==> src/rtl/gsb_pkg.sv <==
// ----------------------------------------------------------------------------
// gsb_pkg
// Types, codes and controller/datapath interface structs of the graph store.
// ----------------------------------------------------------------------------
package gsb_pkg;

	localparam int NODE_W = 6;
	localparam int DIST_W = 6;
	localparam int ACT_W  = 3;
	localparam int STS_W  = 3;

	typedef logic [NODE_W-1:0] node_t;
	typedef logic [DIST_W-1:0] dist_t;

	// register index on the config port (paddr[2])
	localparam logic CFG_IDX_MAX_DIST = 1'b0;

	typedef enum logic [ACT_W-1:0] {
		ACT_ADD_NODE = 3'd0,
		ACT_REM_NODE = 3'd1,
		ACT_ADD_EDGE = 3'd2,
		ACT_REM_EDGE = 3'd3,
		ACT_QUERY    = 3'd4,
		ACT_CLEAR    = 3'd5
	} action_t;

	typedef enum logic [STS_W-1:0] {
		STS_OK      = 3'd0,
		STS_MISSING = 3'd1,
		STS_SELF    = 3'd2,
		STS_EXISTS  = 3'd3,
		STS_NO_EDGE = 3'd4
	} status_t;

	typedef enum logic [3:0] {
		S_IDLE,
		S_DECODE,
		S_EDGE_CHK,
		S_EDGE_WRB,
		S_SW_RD,
		S_SW_WR,
		S_EMIT,
		S_Q_RD,
		S_Q_EXP,
		S_Q_NB,
		S_Q_ENQ,
		S_Q_OUT
	} state_t;

	// adjacency row read address select
	typedef enum logic [1:0] {
		RS_A,
		RS_B,
		RS_SWEEP,
		RS_CUR
	} row_sel_t;

	typedef struct packed {
		logic     load_in;
		logic     row_rd;
		row_sel_t row_sel;
		logic     row_wr;
		logic     wr_set;    // 1: set bit, 0: clear bit
		logic     wr_bit_b;  // 1: bit index node_b, 0: node_a
		logic     node_set;
		logic     node_drop;
		logic     graph_clr;
		logic     sw_clr;
		logic     sw_inc;
		logic     q_init;
		logic     q_rd;
		logic     nb_load;
		logic     enq;
		logic     emit_cfg;  // single result of a non-query action or a refused query
		logic     emit_q;    // one query result
		status_t  status;
	} cmd_t;

	typedef struct packed {
		logic [ACT_W-1:0] act;
		logic a_in;
		logic b_in;
		logic a_present;
		logic b_present;
		logic a_eq_b;
		logic adj_ab;
		logic sw_done;
		logic dist_limit;
		logic nb_empty;
		logic q_empty;
		logic out_free;
	} stat_t;

endpackage

==> src/rtl/gsb_ctrl.sv <==
// ----------------------------------------------------------------------------
// gsb_ctrl
// Sequencer of the graph store: decodes each action item and steps the
// datapath through row updates, the node removal sweep and the search.
// ----------------------------------------------------------------------------
module gsb_ctrl
	import gsb_pkg::*;
(
	input  logic  clk,
	input  logic  arst_n,
	input  logic  in_valid,
	output logic  in_ready,
	input  stat_t st,
	output cmd_t  cmd
);

	state_t  state_q, state_d;
	status_t status_q, status_d;
	logic    is_add;

	assign is_add = (st.act == ACT_ADD_EDGE);

	always_ff @(posedge clk or negedge arst_n) begin
		if (!arst_n) begin
			state_q  <= S_IDLE;
			status_q <= STS_OK;
		end else begin
			state_q  <= state_d;
			status_q <= status_d;
		end
	end

	// next state
	always_comb begin
		state_d  = state_q;
		status_d = status_q;
		case (state_q)
			S_IDLE: begin
				if (in_valid)
					state_d = S_DECODE;
			end
			S_DECODE: begin
				state_d  = S_EMIT;
				status_d = STS_OK;
				case (st.act)
					ACT_ADD_NODE: begin
						if (!st.a_in)
							status_d = STS_MISSING;
						else if (st.a_present)
							status_d = STS_EXISTS;
					end
					ACT_REM_NODE: begin
						if (!st.a_present)
							status_d = STS_MISSING;
						else
							state_d = S_SW_RD;
					end
					ACT_ADD_EDGE: begin
						if (!st.a_present || !st.b_present)
							status_d = STS_MISSING;
						else if (st.a_eq_b)
							status_d = STS_SELF;
						else
							state_d = S_EDGE_CHK;
					end
					ACT_REM_EDGE: begin
						if (!st.a_in || !st.b_in || st.a_eq_b)
							status_d = STS_NO_EDGE;
						else
							state_d = S_EDGE_CHK;
					end
					ACT_QUERY: begin
						if (!st.a_present)
							status_d = STS_MISSING;
						else
							state_d = S_Q_RD;
					end
					ACT_CLEAR: begin
						status_d = STS_OK;
					end
					default: begin
						state_d = S_IDLE;
					end
				endcase
			end
			S_EDGE_CHK: begin
				if (is_add && st.adj_ab) begin
					status_d = STS_EXISTS;
					state_d  = S_EMIT;
				end else if (!is_add && !st.adj_ab) begin
					status_d = STS_NO_EDGE;
					state_d  = S_EMIT;
				end else begin
					state_d = S_EDGE_WRB;
				end
			end
			S_EDGE_WRB: state_d = S_EMIT;
			S_SW_RD:    state_d = S_SW_WR;
			S_SW_WR: begin
				if (st.sw_done)
					state_d = S_EMIT;
			end
			S_EMIT: begin
				if (st.out_free)
					state_d = S_IDLE;
			end
			S_Q_RD: state_d = S_Q_EXP;
			S_Q_EXP: begin
				state_d = st.dist_limit ? S_Q_OUT : S_Q_NB;
			end
			S_Q_NB: state_d = S_Q_ENQ;
			S_Q_ENQ: begin
				if (st.nb_empty)
					state_d = S_Q_OUT;
			end
			S_Q_OUT: begin
				if (st.out_free)
					state_d = st.q_empty ? S_IDLE : S_Q_RD;
			end
			default: state_d = S_IDLE;
		endcase
	end

	// outputs
	always_comb begin
		cmd        = '0;
		cmd.status = status_q;
		in_ready   = 1'b0;
		case (state_q)
			S_IDLE: begin
				in_ready    = 1'b1;
				cmd.load_in = in_valid;
			end
			S_DECODE: begin
				case (st.act)
					ACT_ADD_NODE: begin
						cmd.node_set = st.a_in && !st.a_present;
					end
					ACT_REM_NODE: begin
						cmd.sw_clr = 1'b1;
					end
					ACT_ADD_EDGE: begin
						cmd.row_rd  = st.a_present && st.b_present && !st.a_eq_b;
						cmd.row_sel = RS_A;
					end
					ACT_REM_EDGE: begin
						cmd.row_rd  = st.a_in && st.b_in && !st.a_eq_b;
						cmd.row_sel = RS_A;
					end
					ACT_QUERY: begin
						cmd.q_init = st.a_present;
					end
					ACT_CLEAR: begin
						cmd.graph_clr = 1'b1;
					end
					default: begin
					end
				endcase
			end
			S_EDGE_CHK: begin
				if (is_add != st.adj_ab) begin
					// row a gets bit b, and row b is fetched
					cmd.row_wr   = 1'b1;
					cmd.wr_set   = is_add;
					cmd.wr_bit_b = 1'b1;
					cmd.row_rd   = 1'b1;
					cmd.row_sel  = RS_B;
				end
			end
			S_EDGE_WRB: begin
				cmd.row_wr   = 1'b1;
				cmd.wr_set   = is_add;
				cmd.wr_bit_b = 1'b0;
			end
			S_SW_RD: begin
				cmd.row_rd  = 1'b1;
				cmd.row_sel = RS_SWEEP;
				cmd.sw_inc  = 1'b1;
			end
			S_SW_WR: begin
				// clear column a of the row fetched last, fetch the next one
				cmd.row_wr  = 1'b1;
				cmd.row_sel = RS_SWEEP;
				if (st.sw_done) begin
					cmd.node_drop = 1'b1;
				end else begin
					cmd.row_rd = 1'b1;
					cmd.sw_inc = 1'b1;
				end
			end
			S_EMIT: begin
				cmd.emit_cfg = st.out_free;
			end
			S_Q_RD: begin
				cmd.q_rd = 1'b1;
			end
			S_Q_EXP: begin
				cmd.row_rd  = !st.dist_limit;
				cmd.row_sel = RS_CUR;
			end
			S_Q_NB: begin
				cmd.nb_load = 1'b1;
			end
			S_Q_ENQ: begin
				cmd.enq = !st.nb_empty;
			end
			S_Q_OUT: begin
				cmd.emit_q = st.out_free;
			end
			default: begin
			end
		endcase
	end

endmodule

==> config.mk <==
export PLATFORM = sky130hd
export DESIGN_NAME = gsb_ctrl
export DESIGN_NICKNAME = d
export VERILOG_FILES = /design/src/rtl/gsb_pkg.sv /design/src/rtl/gsb_ctrl.sv
export SDC_FILE = /design/constraint.sdc
export NUM_CORES = 1
export LEC_CHECK = 0
export BUFFER_PORTS_ARGS = -buffer_cell sky130_fd_sc_hd__buf_4
export CORE_UTILIZATION = 40
export CTS_CLUSTER_SIZE = 28
export DETAILED_ROUTE_END_ITERATION = 12
export GPL_ROUTABILITY_DRIVEN = 0
export PLACE_DENSITY = 0.69
export SLEW_MARGIN = 30
export SYNTH_ARGS = -nofsm -noshare
export SYNTH_HDL_FRONTEND = slang
export SYNTH_SLANG_ARGS = --single-unit
==> constraint.sdc <==
create_clock -name clk -period 4.12 [get_ports clk]
set_input_delay 0.824 -clock clk [delete_from_list [all_inputs] [get_ports clk]]
set_output_delay 0.824 -clock clk [all_outputs]
set_load 0.02 [all_outputs]
* Word-level counts from Yosys, hierarchy flattened
Cells that the tools add are included.
** Storage, ports and cells
- Flip-flop bits (word level) :: 7
- Bits in latches :: 0
- Bits in writable memories :: 0
- ROM bits :: 0
- Input port bits :: 17
- Output and inout port bits :: 22
- Word-level logic and storage cells :: 101
- Memories kept :: 0
** Cells by class
- Add/sub/neg operators :: 0
- Multipliers :: 0
- Div/mod/pow operators :: 0
- Magnitude comparators :: 0
- Equal/unequal tests :: 23
- Shift-type cells :: 0
- Multiplexer cells :: 49
- Bitwise gates (word level) :: 0
- Reduce and logical (&&, ||, !) cells :: 27
** Operator list (number)
- $pmux W4 S12 :: 1
- $pmux W3 S5 :: 2
- $mux W3 :: 9
- $mux W4 :: 5
- $mux W1 :: 18
- $eq A4 B3 Y1 const B :: 4
- $eq A4 B4 Y1 const B :: 4
- $mux W2 :: 7
- $pmux W3 S2 :: 2
- $pmux W3 S4 :: 1
- $ne A2 B2 Y1 const B :: 5
- $logic_not A1 Y1 :: 9
- $eq A4 B2 Y1 const B :: 2
- $logic_and A1 B1 Y1 :: 7
- $eq A3 B2 Y1 const B :: 2
- $eq A3 B3 Y1 const B :: 2
- $mux W6 :: 1
- $reduce_or A2 Y1 :: 3
- $reduce_and A5 Y1 :: 1
- $eq A4 B1 Y1 const B :: 1
- $logic_not A4 Y1 :: 1
- $pmux W1 S2 :: 2
- $pmux W2 S2 :: 1
- $eq A3 B1 Y1 const B :: 1
- 6 further kinds :: 8

* Longest topological paths before layout
- Depth in word-level cells :: 6
- Depth in mapped cells :: 7
- Mapped depth without buffers :: 7

* Worst setup path before layout
Ideal clock, no wire load.
- Kind :: input -> output
- Start :: input port st[12] (netlist name)
- End :: output port cmd[17] (netlist name)
- Data arrival time :: 2.215 ns
- Data required time :: 3.296 ns
- Setup slack :: 1.081 ns
- Cell stages on the path :: 7
- Buffers on the path :: 1
- Cell sequence :: clkbuf_1 -> and2_1 -> ha_1 -> inv_1 -> nor2_1 -> mux2i_1 -> nor3_1
** RTL lines
- from (decl) :: RTL line gsb_ctrl.sv:13 : input stat_t st,
- to (decl) :: RTL line gsb_ctrl.sv:14 : output cmd_t cmd

==> metrics.txt <==
# TYPE chip_impl_metric gauge
chip_impl_metric{name="core-area",unit="µm²"} 2060
chip_impl_metric{name="number_of_enable_type_register_cells_in_the_synthesized_netlist",unit=""} 0
chip_impl_metric{name="power_density",unit="nW/µm²"} 617
chip_impl_metric{name="finClkSkew",unit="ns"} 0.000575
chip_impl_metric{name="synth_sequential_area_ratio",unit=""} 0.191
chip_impl_metric{name="setup_ws_final",unit="ns"} 0.999
chip_impl_metric{name="synth_nets",unit=""} 148
chip_impl_info{name="worst_setup_path_start_kind",value="input port"} 1
chip_impl_metric{name="pin_count",unit=""} 39
chip_impl_info{name="path_cells",value="buf_4 -> nor2_1 -> and2_1 -> ha_1 -> inv_1 -> o22a_1 -> o221ai_1 -> buf_4"} 1
chip_impl_metric{name="hpwlAfterDp",unit="µm"} 2010
chip_impl_metric{name="clock_power_share",unit=""} 0.079
chip_impl_info{name="yosysTopAreaCell",value="dfrtp_1"} 1
chip_impl_metric{name="placement.setup.worst_slack",unit="ns"} 1.02
chip_impl_metric{name="ys_seq_elements",unit=""} 7
chip_impl_metric{name="die_w",unit="µm"} 49.9
chip_impl_metric{name="syn-instance-count",unit=""} 128
chip_impl_metric{name="number_of_antenna_violations_at_the_first_check_in_global_routing",unit=""} 0
chip_impl_metric{name="worst-slew-pin-transition",unit="ns"} 0.793
chip_impl_metric{name="initial_core_util",unit=""} 0.445
chip_impl_metric{name="io_buffers",unit=""} 38
chip_impl_metric{name="wire_length_of_the_first_global_routing_pass",unit="µm"} 4200
chip_impl_metric{name="clock_tree.htree_level_count",unit=""} 1
chip_impl_info{name="run_status",value="completed"} 1
chip_impl_info{name="crit_path_end_kind",value="output port"} 1
chip_impl_metric{name="post_drt_via_cell_ratio",unit=""} 5.49
chip_impl_metric{name="wl_met2",unit="µm"} 1180
chip_impl_metric{name="smallest_hold_slack",unit="ns"} 0.381
chip_impl_info{name="top_layer",value="met3"} 1
chip_impl_metric{name="grtUsageTotal",unit=""} 0.219
chip_impl_metric{name="largest_net_degree_at_the_start_of_global_routing",unit=""} 22
chip_impl_metric{name="fin_crit_sh",unit=""} 0.758
chip_impl_metric{name="route.layer.met1.wl",unit="µm"} 1310
chip_impl_metric{name="pwr-share-comb",unit=""} 0.663
chip_impl_metric{name="crit_required",unit="ns"} 3.30
chip_impl_metric{name="final.fill_count",unit=""} 200
chip_impl_metric{name="synthesis.area_per_instance",unit="µm²"} 7.17
chip_impl_metric{name="met3_wirelength",unit="µm"} 76
chip_impl_metric{name="power.sequential.fraction",unit=""} 0.259
chip_impl_metric{name="clkTransAtPathRegs",unit="ns"} 0.05
chip_impl_metric{name="internal",unit="µW"} 370
chip_impl_metric{name="routed_wl",unit="µm"} 2570
chip_impl_info{name="grt_setup_unrepaired",value="no"} 1
chip_impl_metric{name="async_reset_ff_frac",unit=""} 1.00
chip_impl_info{name="cts_tree",value="built"} 1
chip_impl_metric{name="final-max-slew-violation-count",unit=""} 0
chip_impl_metric{name="die_ht",unit="µm"} 49.9
chip_impl_metric{name="fp-row-count",unit=""} 16
chip_impl_info{name="clock_tree.root_cell",value="clkbuf_4"} 1
chip_impl_metric{name="ctsResizeCount",unit=""} 0
chip_impl_metric{name="achievable-frequency",unit="MHz"} 320
chip_impl_info{name="hold_path_class",value="input port to async pin"} 1
chip_impl_metric{name="netSwitchingFraction",unit=""} 0.507
chip_impl_metric{name="remaining_drc_errors",unit=""} 0
chip_impl_metric{name="critical_path_s_largest_stage_delay",unit="ns"} 0.23
chip_impl_metric{name="yosysWarningCount",unit=""} 0
chip_impl_metric{name="power.static_leakage",unit="µW"} 0.000573
chip_impl_metric{name="wire_per_inst",unit="µm"} 13.7
chip_impl_metric{name="netlist_area",unit="µm²"} 918
chip_impl_metric{name="nNetsFinal",unit=""} 181
chip_impl_metric{name="fp.dieArea",unit="µm²"} 2490
chip_impl_metric{name="drt_first_iter_violations",unit=""} 22
chip_impl_metric{name="cts_hold_repair.buffers",unit=""} 0
chip_impl_info{name="critical_path.slowest_cell",value="and2_1"} 1
chip_impl_metric{name="worst_skew_pair.late_latency",unit="ns"} 0.24
chip_impl_metric{name="ant_nets",unit=""} 0
chip_impl_info{name="yosys_most_used_dff",value="dfrtp_1"} 1
chip_impl_metric{name="maximum_fanout_along_the_worst_path",unit=""} 7
chip_impl_metric{name="antenna-diode-count",unit=""} 0
chip_impl_metric{name="final_core_utilization",unit=""} 0.589
chip_impl_info{name="path_common_cell",value="buf_4"} 1
chip_impl_info{name="synth.cells.most_frequent",value="nand2_1, nor3_1, nor2_1, o21ai_0, inv_1"} 1
chip_impl_metric{name="count_of_endpoints_failing_hold_in_the_final_timing_report",unit=""} 0
chip_impl_metric{name="syn2layout_area_growth",unit="%"} 32.3
chip_impl_metric{name="dr.pass1.iters",unit=""} 4
chip_impl_metric{name="period_minus_slack",unit="ns"} 3.12
chip_impl_metric{name="cts_made_buffers",unit=""} 3
chip_impl_metric{name="vias",unit=""} 1026
chip_impl_info{name="post-synth-top-count-cell",value="nand2_1"} 1
chip_impl_metric{name="cts_num_sinks",unit=""} 7
chip_impl_metric{name="ir_worst_vdd",unit="mV"} 0.608
chip_impl_metric{name="netlist-cell-type-count",unit=""} 45
chip_impl_metric{name="cap_viol_max_count",unit=""} 0
chip_impl_metric{name="net-switching-power",unit="µW"} 380
chip_impl_metric{name="detailed_place.area",unit="µm²"} 1190
chip_impl_metric{name="finalSetupViolations",unit=""} 0
chip_impl_metric{name="grt.overflow.total",unit=""} 0
chip_impl_metric{name="critPathArrivalTime",unit="ns"} 2.30
chip_impl_metric{name="number_of_global_route_vias_before_repair",unit=""} 908
chip_impl_metric{name="post-cts-setup-buffers",unit=""} 0
chip_impl_metric{name="drive_gt1_frac",unit=""} 0.288
chip_impl_metric{name="finish.instance_area",unit="µm²"} 1210
chip_impl_metric{name="synth_top_cell_area_share",unit=""} 0.191
chip_impl_info{name="ys_top_cells_by_area",value="dfrtp_1, nor3_1, o21ai_0"} 1
chip_impl_info{name="setup.worst_path.class",value="input port to output port"} 1
chip_impl_metric{name="ctsLongestPathBuffers",unit=""} 2
chip_impl_metric{name="slew_headroom",unit=""} 0.464
chip_impl_metric{name="setup_tns",unit="ns"} 0
## path summary, 6_finish.rpt
| path | startpoint | endpoint | slack (ns) | cells after the start |
|---|---|---|---|---|
| max | st[13] | cmd[19] | 1.0 | 8 |
| min | arst_n | state_q[3]$_DFFE_PN0P_ | 0.38 | 1 |
| max reg2reg | state_q[0]$_DFFE_PN0P_ | state_q[2]$_DFFE_PN0P_ | 2.03 | 4 |
| min reg2reg | status_q[1]$_DFFE_PN0P_ | status_q[1]$_DFFE_PN0P_ | 0.59 | 2 |
| max in group asynchronous | arst_n | status_q[0]$_DFFE_PN0P_ | 3.62 | 1 |
| min in group clk | status_q[1]$_DFFE_PN0P_ | status_q[1]$_DFFE_PN0P_ | 0.59 | 2 |
## registers in the layout, indices dropped and copies added (netlist names)
signal / cells
status_q: 3
state_q: 4
## worst max-delay path, delay by kind of cell
| family | cells | cell delay, ns |
|---|---|---|
| and+or+nand+nor | 2 | 0.45 |
| buffers and inverters | 3 | 0.41 |
| AOI/OAI and AO/OA | 2 | 0.39 |
| adders and majority gates | 1 | 0.23 |
## power by group through the flow
stage                     Sequential, µW  Clock [µW]  Combinational, µW
final                                194        58.9                496
after floorplan                      137           0                403
after detailed placement             193           0                497
after CTS                            192        62.0                498
after global placement               191           0                493
after global routing                 206        64.1                546
## routing by layer
metal  vias up  GRT usage
li1        533          -
met1       467      0.323
met2        26      0.331
met3         0     0.0185
met4         0     0.0714
met5         -          0
## layout make-up
type	instances	area, µm²	share of cell area
clock buffers	4	26.3	0.0216
well taps	27	33.8	0.0278
repair buffers	38	285	0.235
inverters	8	30.0	0.0247
flip-flops and latches	7	175	0.144
multi-input cells	103	664	0.547
## layout by cell type (no fill, tap or decap), drive strengths merged, types with 2 or more instances in the layout
cell type | netlist | layout
a21o | 2 | 2
nand2 | 12 | 12
mux2 | 2 | 2
dfrtp | 7 | 7
nand2b | 5 | 5
buf | 5 | 38
nor3 | 12 | 12
nand3 | 7 | 7
mux2i | 3 | 3
o2111ai | 2 | 2
ha | 3 | 3
nor2 | 10 | 10
nor2b | 2 | 2
or3 | 2 | 2
o21ai | 9 | 9
nor4b | 2 | 2
and2 | 2 | 2
a21oi | 5 | 5
o21a | 2 | 2
o21bai | 2 | 2
clkbuf | 5 | 4
inv | 8 | 8
## through the flow
step | cells | power (µW)
final | 187 | 749
after global routing | 187 | 817
after CTS | 187 | 752
after detailed placement | 183 | 690
after global placement | 183 | 683
after floorplan | 128 | 540
## kinds of logic (layout without fill, tap and decap cells)
logic type / Yosys count / in the layout / share of synthesized area
buffers and inverters: 18 / 50 / 0.0858
adders and majority gates: 3 / 3 / 0.0409
DFF: 7 / 7 / 0.191
muxes: 5 / 5 / 0.0572
AOI/OAI and AO/OA: 34 / 34 / 0.256
and+or+nand+nor: 61 / 61 / 0.369
No activity file was read; power rests on OpenSTA's default activity.
